--- src/hdl/assert_macros.svh ---
// Shared assertion macros; every use samples on clk and is off while rst_n is low.
`ifndef ASSERT_MACROS_SVH
`define ASSERT_MACROS_SVH

// prop must hold at every clock edge out of reset
`define ASSERT_ALWAYS(label, prop, msg) \
    label: assert property (@(posedge clk) disable iff (!rst_n) (prop)) else $error(msg);

// expr must never be true out of reset
`define ASSERT_NEVER(label, expr, msg) \
    label: assert property (@(posedge clk) disable iff (!rst_n) !(expr)) else $error(msg);

`endif

--- src/hdl/clsr_pkg.sv ---
package clsr_pkg;

    localparam int TABLE_DEPTH = 32;
    localparam int IDX_W       = $clog2(TABLE_DEPTH);
    localparam int WARM_STEPS  = TABLE_DEPTH + 8;
    localparam int CNT_W       = $clog2(WARM_STEPS);
    localparam int VAL_W       = 31;

    localparam logic [31:0] MOD1        = 32'd2147483563;
    localparam logic [31:0] MOD2        = 32'd2147483399;
    localparam logic [15:0] MUL1        = 16'd40014;
    localparam logic [15:0] MUL2        = 16'd40692;
    localparam logic [30:0] SECOND_INIT = 31'd123456789;

    // 2^31 - m for the folding reduction
    localparam logic [8:0]  FOLD1 = 9'((64'd1 << 31) - 64'(MOD1));
    localparam logic [8:0]  FOLD2 = 9'((64'd1 << 31) - 64'(MOD2));

    localparam logic [31:0] MOD1_LESS = MOD1 - 32'd1;
    localparam logic [31:0] SLOT_DIV  = 32'(64'd1 + 64'(MOD1_LESS) / 64'(TABLE_DEPTH));
    // floor(2^31 / SLOT_DIV), for the slot estimate
    localparam logic [8:0]  SLOT_RCP  = 9'((64'd1 << 31) / 64'(SLOT_DIV));

    localparam logic OP_DRAW = 1'b0;
    localparam logic OP_SEED = 1'b1;

endpackage

--- src/hdl/clsr_if.sv ---
interface clsr_cmd_if;
    logic        valid;
    logic        ready;
    logic        op;
    logic [30:0] seed_value;

    modport source (output valid, output op, output seed_value, input ready);
    modport sink   (input valid, input op, input seed_value, output ready);
endinterface

interface clsr_rnd_if;
    logic        valid;
    logic        ready;
    logic [30:0] random_value;

    modport source (output valid, output random_value, input ready);
    modport sink   (input valid, input random_value, output ready);
endinterface

--- src/hdl/clsr_ram.sv ---
module clsr_ram #(
    parameter int WIDTH = 31,
    parameter int DEPTH = 32
) (
    input  logic                     clk,
    input  logic                     we,
    input  logic [$clog2(DEPTH)-1:0] waddr,
    input  logic [WIDTH-1:0]         wdata,
    input  logic                     re,
    input  logic [$clog2(DEPTH)-1:0] raddr,
    output logic [WIDTH-1:0]         rdata
);

    logic [WIDTH-1:0] mem_reg [DEPTH];
    logic [WIDTH-1:0] rdata_reg;

    always_ff @(posedge clk)
    begin
        if (we)
        begin
            mem_reg[waddr] <= wdata;
        end
        if (re)
        begin
            rdata_reg <= mem_reg[raddr];
        end
    end

    assign rdata = rdata_reg;

endmodule

--- src/hdl/clsr_step.sv ---
`include "assert_macros.svh"

// Both generators advance one step: z * a mod m, two-stage.
module clsr_step (
    input  logic        clk,
    input  logic        rst_n,
    input  logic        start,
    input  logic [30:0] z1,
    input  logic [30:0] z2,
    output logic        done,
    output logic [30:0] z1_out,
    output logic [30:0] z2_out
);

    localparam logic [15:0] MUL1_W = clsr_pkg::MUL1;
    localparam logic [15:0] MUL2_W = clsr_pkg::MUL2;

    logic [46:0] p1_reg, p1_next;
    logic [46:0] p2_reg, p2_next;
    logic        v1_reg, v2_reg;
    logic [30:0] z1_reg, z1_next;
    logic [30:0] z2_reg, z2_next;
    logic [31:0] s1, s2;

    always_comb
    begin
        p1_next = {16'd0, z1} * {31'd0, MUL1_W};
        p2_next = {16'd0, z2} * {31'd0, MUL2_W};

        // x = hi*2^31 + lo == hi*(2^31-m) + lo (mod m), below 2m
        s1 = {16'd0, p1_reg[46:31]} * {23'd0, clsr_pkg::FOLD1} + {1'b0, p1_reg[30:0]};
        s2 = {16'd0, p2_reg[46:31]} * {23'd0, clsr_pkg::FOLD2} + {1'b0, p2_reg[30:0]};
        z1_next = (s1 >= clsr_pkg::MOD1) ? 31'(s1 - clsr_pkg::MOD1) : s1[30:0];
        z2_next = (s2 >= clsr_pkg::MOD2) ? 31'(s2 - clsr_pkg::MOD2) : s2[30:0];
    end

    always_ff @(posedge clk or negedge rst_n)
    begin
        if (!rst_n)
        begin
            v1_reg <= 1'b0;
            v2_reg <= 1'b0;
            p1_reg <= '0;
            p2_reg <= '0;
            z1_reg <= '0;
            z2_reg <= '0;
        end
        else
        begin
            v1_reg <= start;
            v2_reg <= v1_reg;
            p1_reg <= p1_next;
            p2_reg <= p2_next;
            z1_reg <= z1_next;
            z2_reg <= z2_next;
        end
    end

    assign done   = v2_reg;
    assign z1_out = z1_reg;
    assign z2_out = z2_reg;

    `ASSERT_ALWAYS(a_step_latency, v1_reg |=> v2_reg, "step result missing after product stage")
    `ASSERT_ALWAYS(a_step_reduced, v2_reg |-> ({1'b0, z1_reg} < clsr_pkg::MOD1 && {1'b0, z2_reg} < clsr_pkg::MOD2), "step result not reduced")

endmodule

--- src/hdl/clsr_div.sv ---
// Slot index = x / SLOT_DIV: reciprocal estimate, then one correction compare.
module clsr_div (
    input  logic                       clk,
    input  logic                       rst_n,
    input  logic                       start,
    input  logic [30:0]                x,
    output logic                       done,
    output logic [clsr_pkg::IDX_W-1:0] slot
);

    localparam int Q_W = clsr_pkg::IDX_W + 1;

    logic [39:0]    est_prod;
    logic [39:0]    bound;
    logic           ge;
    logic [30:0]    x_reg, x_next;
    logic [Q_W-1:0] est_reg, est_next;
    logic [Q_W-1:0] q_reg, q_next;
    logic           busy_reg;
    logic           done_reg;

    always_comb
    begin
        // estimate is the quotient or one below it
        est_prod = {9'd0, x} * {31'd0, clsr_pkg::SLOT_RCP};
        est_next = start ? Q_W'(est_prod[39:31]) : est_reg;
        x_next   = start ? x : x_reg;
        bound    = (40'(est_reg) + 40'd1) * {8'd0, clsr_pkg::SLOT_DIV};
        ge       = {9'd0, x_reg} >= bound;
        q_next   = busy_reg ? est_reg + Q_W'(ge) : q_reg;
    end

    always_ff @(posedge clk or negedge rst_n)
    begin
        if (!rst_n)
        begin
            x_reg    <= '0;
            est_reg  <= '0;
            q_reg    <= '0;
            busy_reg <= 1'b0;
            done_reg <= 1'b0;
        end
        else
        begin
            x_reg    <= x_next;
            est_reg  <= est_next;
            q_reg    <= q_next;
            busy_reg <= start;
            done_reg <= busy_reg;
        end
    end

    assign done = done_reg;
    // guard: saturate to the top slot
    assign slot = (32'(q_reg) >= 32'(clsr_pkg::TABLE_DEPTH))
                ? clsr_pkg::IDX_W'(clsr_pkg::TABLE_DEPTH - 1) : q_reg[clsr_pkg::IDX_W-1:0];

endmodule

--- src/hdl/combined_lcg_shuffle_rng_top.sv ---
// Combined two-generator congruential RNG (moduli 2147483563 and 2147483399) with a
// TABLE_DEPTH-entry shuffle table held in a single-port-style RAM. A draw item returns
// one integer in 1..2147483562; divide by 2147483563 for a fraction. A draw goes from
// accept through a launch state, the two-stage multiply-reduce step (the slot index is
// worked out alongside it in two stages), the table read, and the mix and write-back,
// then is ready again. A seed item, or any draw while the first generator is zero (as
// after reset), first runs TABLE_DEPTH+8 warm-up steps through the multiply-reduce unit.
// A new item is taken while a result still waits in the output register; the
// write-back of that next draw waits until the result is taken.
`include "assert_macros.svh"

module combined_lcg_shuffle_rng_top (
    input  logic        clk,
    input  logic        rst_n,
    clsr_cmd_if.sink    cmd,
    clsr_rnd_if.source  rnd
);

    typedef enum logic [2:0] {
        S_IDLE,
        S_WARM,
        S_WARM_WAIT,
        S_DRAW,
        S_DRAW_WAIT,
        S_READ,
        S_MIX
    } state_t;

    state_t                     state_reg, state_next;
    logic [30:0]                first_reg, first_next;
    logic [30:0]                second_reg, second_next;
    logic [30:0]                last_reg, last_next;
    logic [clsr_pkg::CNT_W-1:0] cnt_reg, cnt_next;
    logic [clsr_pkg::IDX_W-1:0] slot_reg, slot_next;
    logic                       got_step_reg, got_step_next;
    logic                       got_div_reg, got_div_next;
    logic                       out_valid_reg, out_valid_next;
    logic [30:0]                out_value_reg, out_value_next;

    logic                       step_start, step_done;
    logic [30:0]                step_z1, step_z2;
    logic                       div_start, div_done;
    logic [clsr_pkg::IDX_W-1:0] div_slot;

    logic                       ram_we, ram_re;
    logic [clsr_pkg::IDX_W-1:0] ram_waddr, ram_raddr;
    logic [30:0]                ram_wdata, ram_rdata;

    logic [31:0]                diff, wrapped;
    logic [30:0]                mix_val;
    logic [30:0]                seed_val;

    clsr_step u_step (
        .clk    (clk),
        .rst_n  (rst_n),
        .start  (step_start),
        .z1     (first_reg),
        .z2     (second_reg),
        .done   (step_done),
        .z1_out (step_z1),
        .z2_out (step_z2)
    );

    clsr_div u_div (
        .clk   (clk),
        .rst_n (rst_n),
        .start (div_start),
        .x     (last_reg),
        .done  (div_done),
        .slot  (div_slot)
    );

    clsr_ram #(
        .WIDTH (clsr_pkg::VAL_W),
        .DEPTH (clsr_pkg::TABLE_DEPTH)
    ) u_table (
        .clk   (clk),
        .we    (ram_we),
        .waddr (ram_waddr),
        .wdata (ram_wdata),
        .re    (ram_re),
        .raddr (ram_raddr),
        .rdata (ram_rdata)
    );

    always_comb
    begin
        diff    = {1'b0, ram_rdata} - {1'b0, second_reg};
        wrapped = ($signed(diff) < 32'sd1) ? diff + clsr_pkg::MOD1_LESS : diff;
        mix_val = wrapped[30:0];
        seed_val = (cmd.op == clsr_pkg::OP_SEED && cmd.seed_value != 31'd0)
                 ? cmd.seed_value : 31'd1;
    end

    always_comb
    begin
        state_next     = state_reg;
        first_next     = first_reg;
        second_next    = second_reg;
        last_next      = last_reg;
        cnt_next       = cnt_reg;
        slot_next      = slot_reg;
        got_step_next  = got_step_reg;
        got_div_next   = got_div_reg;
        out_valid_next = out_valid_reg && !rnd.ready;
        out_value_next = out_value_reg;
        step_start     = 1'b0;
        div_start      = 1'b0;
        ram_we         = 1'b0;
        ram_re         = 1'b0;
        ram_waddr      = slot_reg;
        ram_raddr      = slot_reg;
        ram_wdata      = first_reg;

        unique case (state_reg)
            S_IDLE:
            begin
                if (cmd.valid)
                begin
                    if (cmd.op == clsr_pkg::OP_SEED || first_reg == 31'd0)
                    begin
                        first_next  = seed_val;
                        second_next = seed_val;
                        cnt_next    = clsr_pkg::CNT_W'(clsr_pkg::WARM_STEPS - 1);
                        state_next  = S_WARM;
                    end
                    else
                    begin
                        state_next = S_DRAW;
                    end
                end
            end
            S_WARM:
            begin
                step_start = 1'b1;
                state_next = S_WARM_WAIT;
            end
            S_WARM_WAIT:
            begin
                if (step_done)
                begin
                    first_next = step_z1;
                    // last TABLE_DEPTH warm-up steps fill the table top down
                    if (32'(cnt_reg) < 32'(clsr_pkg::TABLE_DEPTH))
                    begin
                        ram_we    = 1'b1;
                        ram_waddr = cnt_reg[clsr_pkg::IDX_W-1:0];
                        ram_wdata = step_z1;
                    end
                    if (cnt_reg == '0)
                    begin
                        last_next  = step_z1;
                        state_next = S_DRAW;
                    end
                    else
                    begin
                        cnt_next   = cnt_reg - 1'b1;
                        state_next = S_WARM;
                    end
                end
            end
            S_DRAW:
            begin
                step_start    = 1'b1;
                div_start     = 1'b1;
                got_step_next = 1'b0;
                got_div_next  = 1'b0;
                state_next    = S_DRAW_WAIT;
            end
            S_DRAW_WAIT:
            begin
                if (step_done)
                begin
                    first_next    = step_z1;
                    second_next   = step_z2;
                    got_step_next = 1'b1;
                end
                if (div_done)
                begin
                    slot_next    = div_slot;
                    got_div_next = 1'b1;
                end
                if ((got_step_reg || step_done) && (got_div_reg || div_done))
                begin
                    state_next = S_READ;
                end
            end
            S_READ:
            begin
                ram_re     = 1'b1;
                state_next = S_MIX;
            end
            S_MIX:
            begin
                if (!out_valid_reg || rnd.ready)
                begin
                    ram_we         = 1'b1;
                    out_valid_next = 1'b1;
                    out_value_next = mix_val;
                    last_next      = mix_val;
                    state_next     = S_IDLE;
                end
            end
            default:
            begin
                state_next = S_IDLE;
            end
        endcase
    end

    always_ff @(posedge clk or negedge rst_n)
    begin
        if (!rst_n)
        begin
            state_reg     <= S_IDLE;
            first_reg     <= '0;
            second_reg    <= clsr_pkg::SECOND_INIT;
            last_reg      <= '0;
            cnt_reg       <= '0;
            slot_reg      <= '0;
            got_step_reg  <= 1'b0;
            got_div_reg   <= 1'b0;
            out_valid_reg <= 1'b0;
            out_value_reg <= '0;
        end
        else
        begin
            state_reg     <= state_next;
            first_reg     <= first_next;
            second_reg    <= second_next;
            last_reg      <= last_next;
            cnt_reg       <= cnt_next;
            slot_reg      <= slot_next;
            got_step_reg  <= got_step_next;
            got_div_reg   <= got_div_next;
            out_valid_reg <= out_valid_next;
            out_value_reg <= out_value_next;
        end
    end

    assign cmd.ready        = (state_reg == S_IDLE);
    assign rnd.valid        = out_valid_reg;
    assign rnd.random_value = out_value_reg;

    `ASSERT_NEVER(a_ram_rw_overlap, ram_we && ram_re, "table read and write in the same cycle")
    `ASSERT_ALWAYS(a_out_from_mix, $rose(out_valid_reg) |-> $past(state_reg == S_MIX), "result without table mix")
    `ASSERT_ALWAYS(a_mix_range, (state_reg == S_MIX) |-> (mix_val != 31'd0 && {1'b0, mix_val} < clsr_pkg::MOD1), "mixed value out of range")
    `ASSERT_ALWAYS(a_step_in_wait, step_done |-> (state_reg == S_WARM_WAIT || state_reg == S_DRAW_WAIT), "step result with nobody waiting")

endmodule

--- src/flat_wrapper.sv ---
// flat-port wrapper written by rule: the top's interface ports become plain ports
module combined_lcg_shuffle_rng_top_flat 
  (clk, rst_n, cmd_valid, cmd_op, cmd_seed_value, cmd_ready, rnd_valid, rnd_random_value, rnd_ready);
  clsr_cmd_if cmd_i ();
  clsr_rnd_if rnd_i ();
  input  logic clk;
  input  logic rst_n;
  input wire logic [$bits(cmd_i.valid)-1:0] cmd_valid;
  input wire logic [$bits(cmd_i.op)-1:0] cmd_op;
  input wire logic [$bits(cmd_i.seed_value)-1:0] cmd_seed_value;
  output wire logic [$bits(cmd_i.ready)-1:0] cmd_ready;
  output wire logic [$bits(rnd_i.valid)-1:0] rnd_valid;
  output wire logic [$bits(rnd_i.random_value)-1:0] rnd_random_value;
  input wire logic [$bits(rnd_i.ready)-1:0] rnd_ready;
  assign cmd_i.valid = cmd_valid;
  assign cmd_i.op = cmd_op;
  assign cmd_i.seed_value = cmd_seed_value;
  assign cmd_ready = cmd_i.ready;
  assign rnd_valid = rnd_i.valid;
  assign rnd_random_value = rnd_i.random_value;
  assign rnd_i.ready = rnd_ready;
  combined_lcg_shuffle_rng_top u_core (.clk(clk), .rst_n(rst_n), .cmd(cmd_i), .rnd(rnd_i));
endmodule
--- config.mk ---
export PLATFORM = sky130hd
export DESIGN_NAME = combined_lcg_shuffle_rng_top_flat
export DESIGN_NICKNAME = d
export VERILOG_FILES = /design/src/hdl/clsr_pkg.sv /design/src/hdl/clsr_if.sv /design/src/hdl/clsr_ram.sv /design/src/hdl/clsr_step.sv /design/src/hdl/clsr_div.sv /design/src/hdl/combined_lcg_shuffle_rng_top.sv /design/src/flat_wrapper.sv
export VERILOG_INCLUDE_DIRS = /design/src /design/src/hdl
export SDC_FILE = /design/constraint.sdc
export NUM_CORES = 2
export LEC_CHECK = 0
export BUFFER_PORTS_ARGS = -buffer_cell sky130_fd_sc_hd__buf_2
export CAP_MARGIN = 30
export CORE_ASPECT_RATIO = 1.25
export CORE_MARGIN = 8
export CORE_UTILIZATION = 60
export DETAILED_ROUTE_END_ITERATION = 7
export PLACE_DENSITY = 0.76
export SYNTH_ARGS = -nofsm -noshare
export SYNTH_HDL_FRONTEND = slang
export SYNTH_SLANG_ARGS = --single-unit
--- constraint.sdc ---
create_clock -name clk -period 8.16 [get_ports clk]
set_clock_uncertainty 0.15 [all_clocks]
set_input_delay 1.632 -clock clk [delete_from_list [all_inputs] [get_ports clk]]
set_output_delay 1.632 -clock clk [all_outputs]
set_load 0.03 [all_outputs]
Word level (Yosys, flattened, before mapping)
Memories as Yosys holds them, arrays and structs flattened. A register that Yosys moved wholly into a read port is not among the register bits.
Index checks and enable logic that the tools add are counted.
{"block": "word_totals", "regBits": 340, "ramBits": 992, "elab_cells": 135, "memories": 1}
{"name": "u_core.u_table.mem_reg", "depth": 32, "word_bits": 31, "read_ports": 1, "rd_clocked_by_memory_dff": 1, "wr": 1, "line": "clsr_ram.sv:14", "source": "logic [WIDTH-1:0] mem_reg [DEPTH];"}
{"block": "op_classes", "add_sub_neg": 9, "mul": 5, "n_lt_le_gt_ge": 6, "n_eq_ne": 16, "mux": 48, "n_reduce_logical": 29}
{"cell": "31-bit two-way mux", "n": 14}
{"cell": "31-bit case mux with 2 select lines", "n": 3}
{"cell": "32-bit by 31-bit >= comparator with 1-bit output, second input constant", "n": 2}
{"cell": "31-bit subtractor, second input constant", "n": 2}
{"cell": "31-bit by 15-bit multiplier with 46-bit output, second input constant", "n": 1}
{"cell": "31-bit by 14-bit multiplier with 45-bit output, second input constant", "n": 1}
{"cell": "23-bit by 31-bit adder with 32-bit output", "n": 1}
{"cell": "24-bit by 31-bit adder with 32-bit output", "n": 1}
{"cell": "31-bit by 32-bit >= comparator with 1-bit output", "n": 1}
{"cell": "32-bit by 2-bit less-than comparator with 1-bit output, second input constant", "n": 1}
{"cell": "31-bit by 31-bit subtractor with 32-bit output", "n": 1}
{"cell": "31-bit adder, second input constant", "n": 1}
{"cell": "31-bit logical NOT", "n": 1}
{"cell": "6-bit by 25-bit multiplier with 31-bit output, second input constant", "n": 1}
{"cell": "31-bit nonzero test", "n": 1}
{"cell": "16-bit by 8-bit multiplier with 24-bit output, second input constant", "n": 1}
{"cell": "6-bit two-way mux", "n": 4}
{"cell": "16-bit by 7-bit multiplier with 23-bit output, second input constant", "n": 1}
{"cell": "3-bit case mux with 7 select lines", "n": 1}
{"cell": "5-bit two-way mux", "n": 4}
{"cell": "4-bit AND reduction", "n": 4}
{"cell": "1-bit two-way mux", "n": 12}
{"cell": "3-bit two-way mux", "n": 4}
{"cell": "6-bit case mux with 2 select lines", "n": 1}
{"cell": "21 further kinds", "n": 49}

Logic depth before layout (Yosys ltp)
{"block": "logic_depth", "ltp_word": 6, "mapped_depth": 33, "mapped_depth_nobuf": 33}

By module
From an unflattened synthesis, not the netlist that was laid out.
{"block": "hier_totals", "cells_unflattened": 6414, "area_unflattened_um2": 80158.1}
{"mod": "clsr_ram", "n_inst": 1, "cells_per_inst": 2192, "area_each_um2": 39474.1, "seq_area_each_um2": 30719.5}
{"mod": "clsr_step", "n_inst": 1, "cells_per_inst": 2681, "area_each_um2": 27297.4, "seq_area_each_um2": 3878.7}
{"mod": "combined_lcg_shuffle_rng_top", "n_inst": 1, "cells_per_inst": 1195, "area_each_um2": 9829.4, "seq_area_each_um2": 3548.4}
{"mod": "clsr_div", "n_inst": 1, "cells_per_inst": 346, "area_each_um2": 3557.2, "seq_area_each_um2": 975.9}

Least setup slack after synthesis
No wires, ideal clock.
{"block": "synth_timing", "kind": "register -> register", "start": "reg u_core.u_div.x_reg[26]", "end": "reg u_core.u_div.q_reg[4]", "setup_ns": 0.138, "arrival_ns": 6.733, "slack_ns": 1.139, "path_stages_with_launch": 31, "period_less_slack_ns": 7.021, "path_cell_list": "dfrtp_1 ha_1 xnor2_1 inv_1 ha_1 xnor2_1 fa_1 fa_1 ha_1 a21oi_1 o21bai_1 a21o_1 a21oi_1 fa_1 inv_1 ha_1 a21o_1 a21o_1 a21oi_1 nor2b_1 o21ai_0 nand2b_1 a2111oi_0 o31ai_1 o32ai_1 a211oi_1 ha_1 ha_1 nand3_1 xor2_1 a21oi_1"}
{"block": "synth_via", "elab_chain_cells": 2}
{"item": "from (decl)", "line": "clsr_div.sv:16", "source": "logic [30:0] x_reg, x_next;"}
{"item": "from (signal assigned)", "line": "clsr_div.sv:45", "source": "x_reg <= x_next;"}
{"item": "31-bit by 32-bit >= comparator with 1-bit output", "line": "clsr_div.sv:29", "source": "ge = {9'd0, x_reg} >= bound;"}
{"item": "5-bit by 1-bit adder with 6-bit output", "line": "clsr_div.sv:30", "source": "q_next = busy_reg ? est_reg + Q_W'(ge) : q_reg;"}
{"item": "to (signal assigned)", "line": "clsr_div.sv:47", "source": "q_reg <= q_next;"}
{"item": "to (decl)", "line": "clsr_div.sv:18", "source": "logic [Q_W-1:0] q_reg, q_next;"}
No other way between the ends.
A chain may end at the register's enable or synchronous reset.

Worst setup path after layout
Ends and elaborated chain as after synthesis.

==> run summary <==
Die Width -> 340 um
Layout Nets -> 6980
crit-path max FO -> 9
most common cell after layout, fill and taps aside -> edfxtp_1
Area after DPL -> 0.0821 sq mm
Yosys reg bits -> 1358
Max Slew Vio Count -> 0
Worst Path Required -> 8.64 ns
crit path kind -> reg2reg
worst slack, placed -> 0.453 ns
Setup TNS -> 0 ns
Worst R2R Start -> u_core.u_div.x_reg[26]
Arr. time, crit path -> 8.06 ns
worst hold path type -> reg2reg
startpoint types -> flip-flop
post-synth cell types -> 117
Post-Syn Area per Cell -> 13.6 sq um
Post-CTS Hold Buffers -> 0
CTS Buffer Depth -> 3
Mapped Area -> 0.0789 sq mm
Area Overhead vs Synth -> 9.66%
sequential fraction of the synthesis area -> 49.6%
via count -> 50.0k
die area -> 0.143 sq mm
largest net degree at the start of global routing -> 147
Max-cap violations -> 0
Worst Slack Setup Final -> 0.578 ns
CTS tree -> built
Worst Reg-to-Reg Cells -> 29
min cycle time layout -> 7.58 ns
chip height -> 421 um
final period utilization -> 92.9%
WL/cell -> 29.1 um
Largest register FFs -> 992
first-pass GRT wire length -> 329000 um
Post-Synthesis Cells -> 5793
CP max-delay cell -> fa_1
Hold WS -> 0.211 ns
number of buffers added for setup after CTS -> 0
Setup Viol. Count Final -> 0
Vias/cell -> 6.43
DRT Pass-1 Iters -> 8
row cnt -> 149
layout cells sized above 1 -> 14.5%
Worst setup EP type -> flip-flop
worst hold stages -> 0
Reg-to-Reg End -> u_core.u_div.q_reg[4]
crit path to -> u_core.u_div.q_reg[4]
CTS sink cnt -> 1358
total CTS buffers -> 131
Rel. slew slack -> 22.0%
outcome -> finished, final reports clean
Design Area, Final -> 0.0865 sq mm
gr usage total -> 31.0%
Final Hold Violating Endpoints -> 0
Critical Path Most Common Cell -> ha_1
io pins -> 69
Max H-tree Level -> 4
PostCTS Resize Cnt -> 0
drt drc -> 0
DP Wirelength -> 148000 um
reg2reg setup slack -> 0.58 ns
CTS Root Cell -> clkbuf_16
commonest cells after routing, fill and taps aside -> 1023 x edfxtp_1, 758 x inv_1, 557 x ha_1, 465 x fa_1, 442 x nand2_1
Clock Latency Late Sink -> 0.78 ns
Peak Freq -> 132 MHz
RD Place Congestion -> 0.973
initial antenna violation count -> 21
vias in the first global route -> 50.7k
Post-synth ARST share -> 24.7%
Worst setup startpoint -> u_core.u_div.x_reg[26]
1st-iter DRT viols -> 6214
GRT overflow -> 0
ANT nets after route -> 0
Post-synth EDFFs -> 1023
Ys Warns -> 0
Initial Util -> 60.1%
Least-Margin Pin Slew -> 1.17 ns
Syn Nets -> 6851
Core Footprint -> 0.131 sq mm
number of port buffers -> 68
max incr delay on CP -> 0.66 ns
drt total wl -> 226000 um
ys flop type -> edfxtp_1
Clock transition at path regs -> 0.07 ns
==> Yosys cell counts, drive strengths merged (9+ instances only) <==
library cell,count,area share (%)
mux4,310,8.8
a21oi,209,1.3
fa,465,12
nand4,37,0.31
o211ai,17,0.16
or2,17,0.13
o31ai,13,0.13
o21a,30,0.29
dfrtp,319,10
nand3,50,0.32
nor3b,16,0.16
or3,19,0.15
nor2b,26,0.21
a22oi,17,0.16
nor3,64,0.41
inv,758,3.6
a211oi,38,0.39
ha,557,8.8
o21ai,296,1.9
a21o,91,0.87
nor2,191,0.91
nand4b,11,0.15
o21bai,27,0.27
and3,35,0.28
buf,35,0.21
a31oi,28,0.23
nand2b,36,0.29
clkbuf,136,0.71
xnor2,138,1.5
dfstp,16,0.53
nor4,22,0.21
o2111ai,9,0.11
mux2,38,0.54
and2,25,0.20
nand2,444,2.1
xor2,79,0.88
edfxtp,1023,39
==> routing by layer <==
layer  up-vias  track usage, %  wire length, um
met2      3259            50.7           109000
met5         -               0              161
met4        11            14.8            13600
li1      21100               -                -
met3       751            8.02            24400
met1     24900            38.6            78700
==> final cells by class <==
type | instances | area [sq um]
Clock inverter | 72 | 682
Tap cell | 1736 | 2170
Fill cell | 9019 | 44700
Inverter | 759 | 2850
Antenna cell | 16 | 40.0
Sequential cell | 1358 | 39100
Timing Repair Buffer | 169 | 1510
Multi-Input combinational cell | 3503 | 36600
Clock buffer | 165 | 3520
==> worst min path at each step <==
stage | from | end | slack, ns
after floorplan | u_core.u_step.v1_reg | u_core.u_step.done | 0.18
after global placement | u_core.u_step.v1_reg | u_core.u_step.done | 0.18
after detailed placement | u_core.u_step.v1_reg | u_core.u_step.done | 0.19
after CTS | u_core.u_step.v1_reg | u_core.u_step.done | 0.20
after global routing | u_core.u_step.v1_reg | u_core.u_step.done | 0.22
final | u_core.u_step.v1_reg | u_core.u_step.done | 0.21
==> worst max-delay path, delay by kind of cell (launching register included) <==
family                   cells  cell delay, ns
AO/OA/AOI/OAI               13            2.35
XOR/XNOR                     2            0.44
adder cells (fa/ha/maj)      9            3.42
buffers and inverters        1            0.16
flip-flops                   1            0.54
AND/OR/NAND/NOR              4            0.39
==> cells by family (layout without fill, tap and decap cells) <==
group                    count (synthesis)  count (layout)  synth area share [%]
adder cells (fa/ha/maj)               1022            1022                  20.6
XOR/XNOR                               217             217                  2.42
AO/OA/AOI/OAI                          876             876                  7.02
flip-flops                            1358            1358                  49.6
buffers and inverters                  932            1165                  4.56
multiplexers                           355             355                  9.48
AND/OR/NAND/NOR                       1033            1033                  6.32
other                                    0              16                     0
==> through the flow <==
step	instances	util [%]
3_3_place_gp	7494	62.2
5_1_grt	7764	65.9
4_1_cts	7748	65.7
3_5_place_dp	7511	62.5
2_1_floorplan	5793	-
6_report	7778	65.9
Power is left out: the tool's default activity adds up to more than one toggle a clock period on the data nets, which glitch-free logic cannot reach.
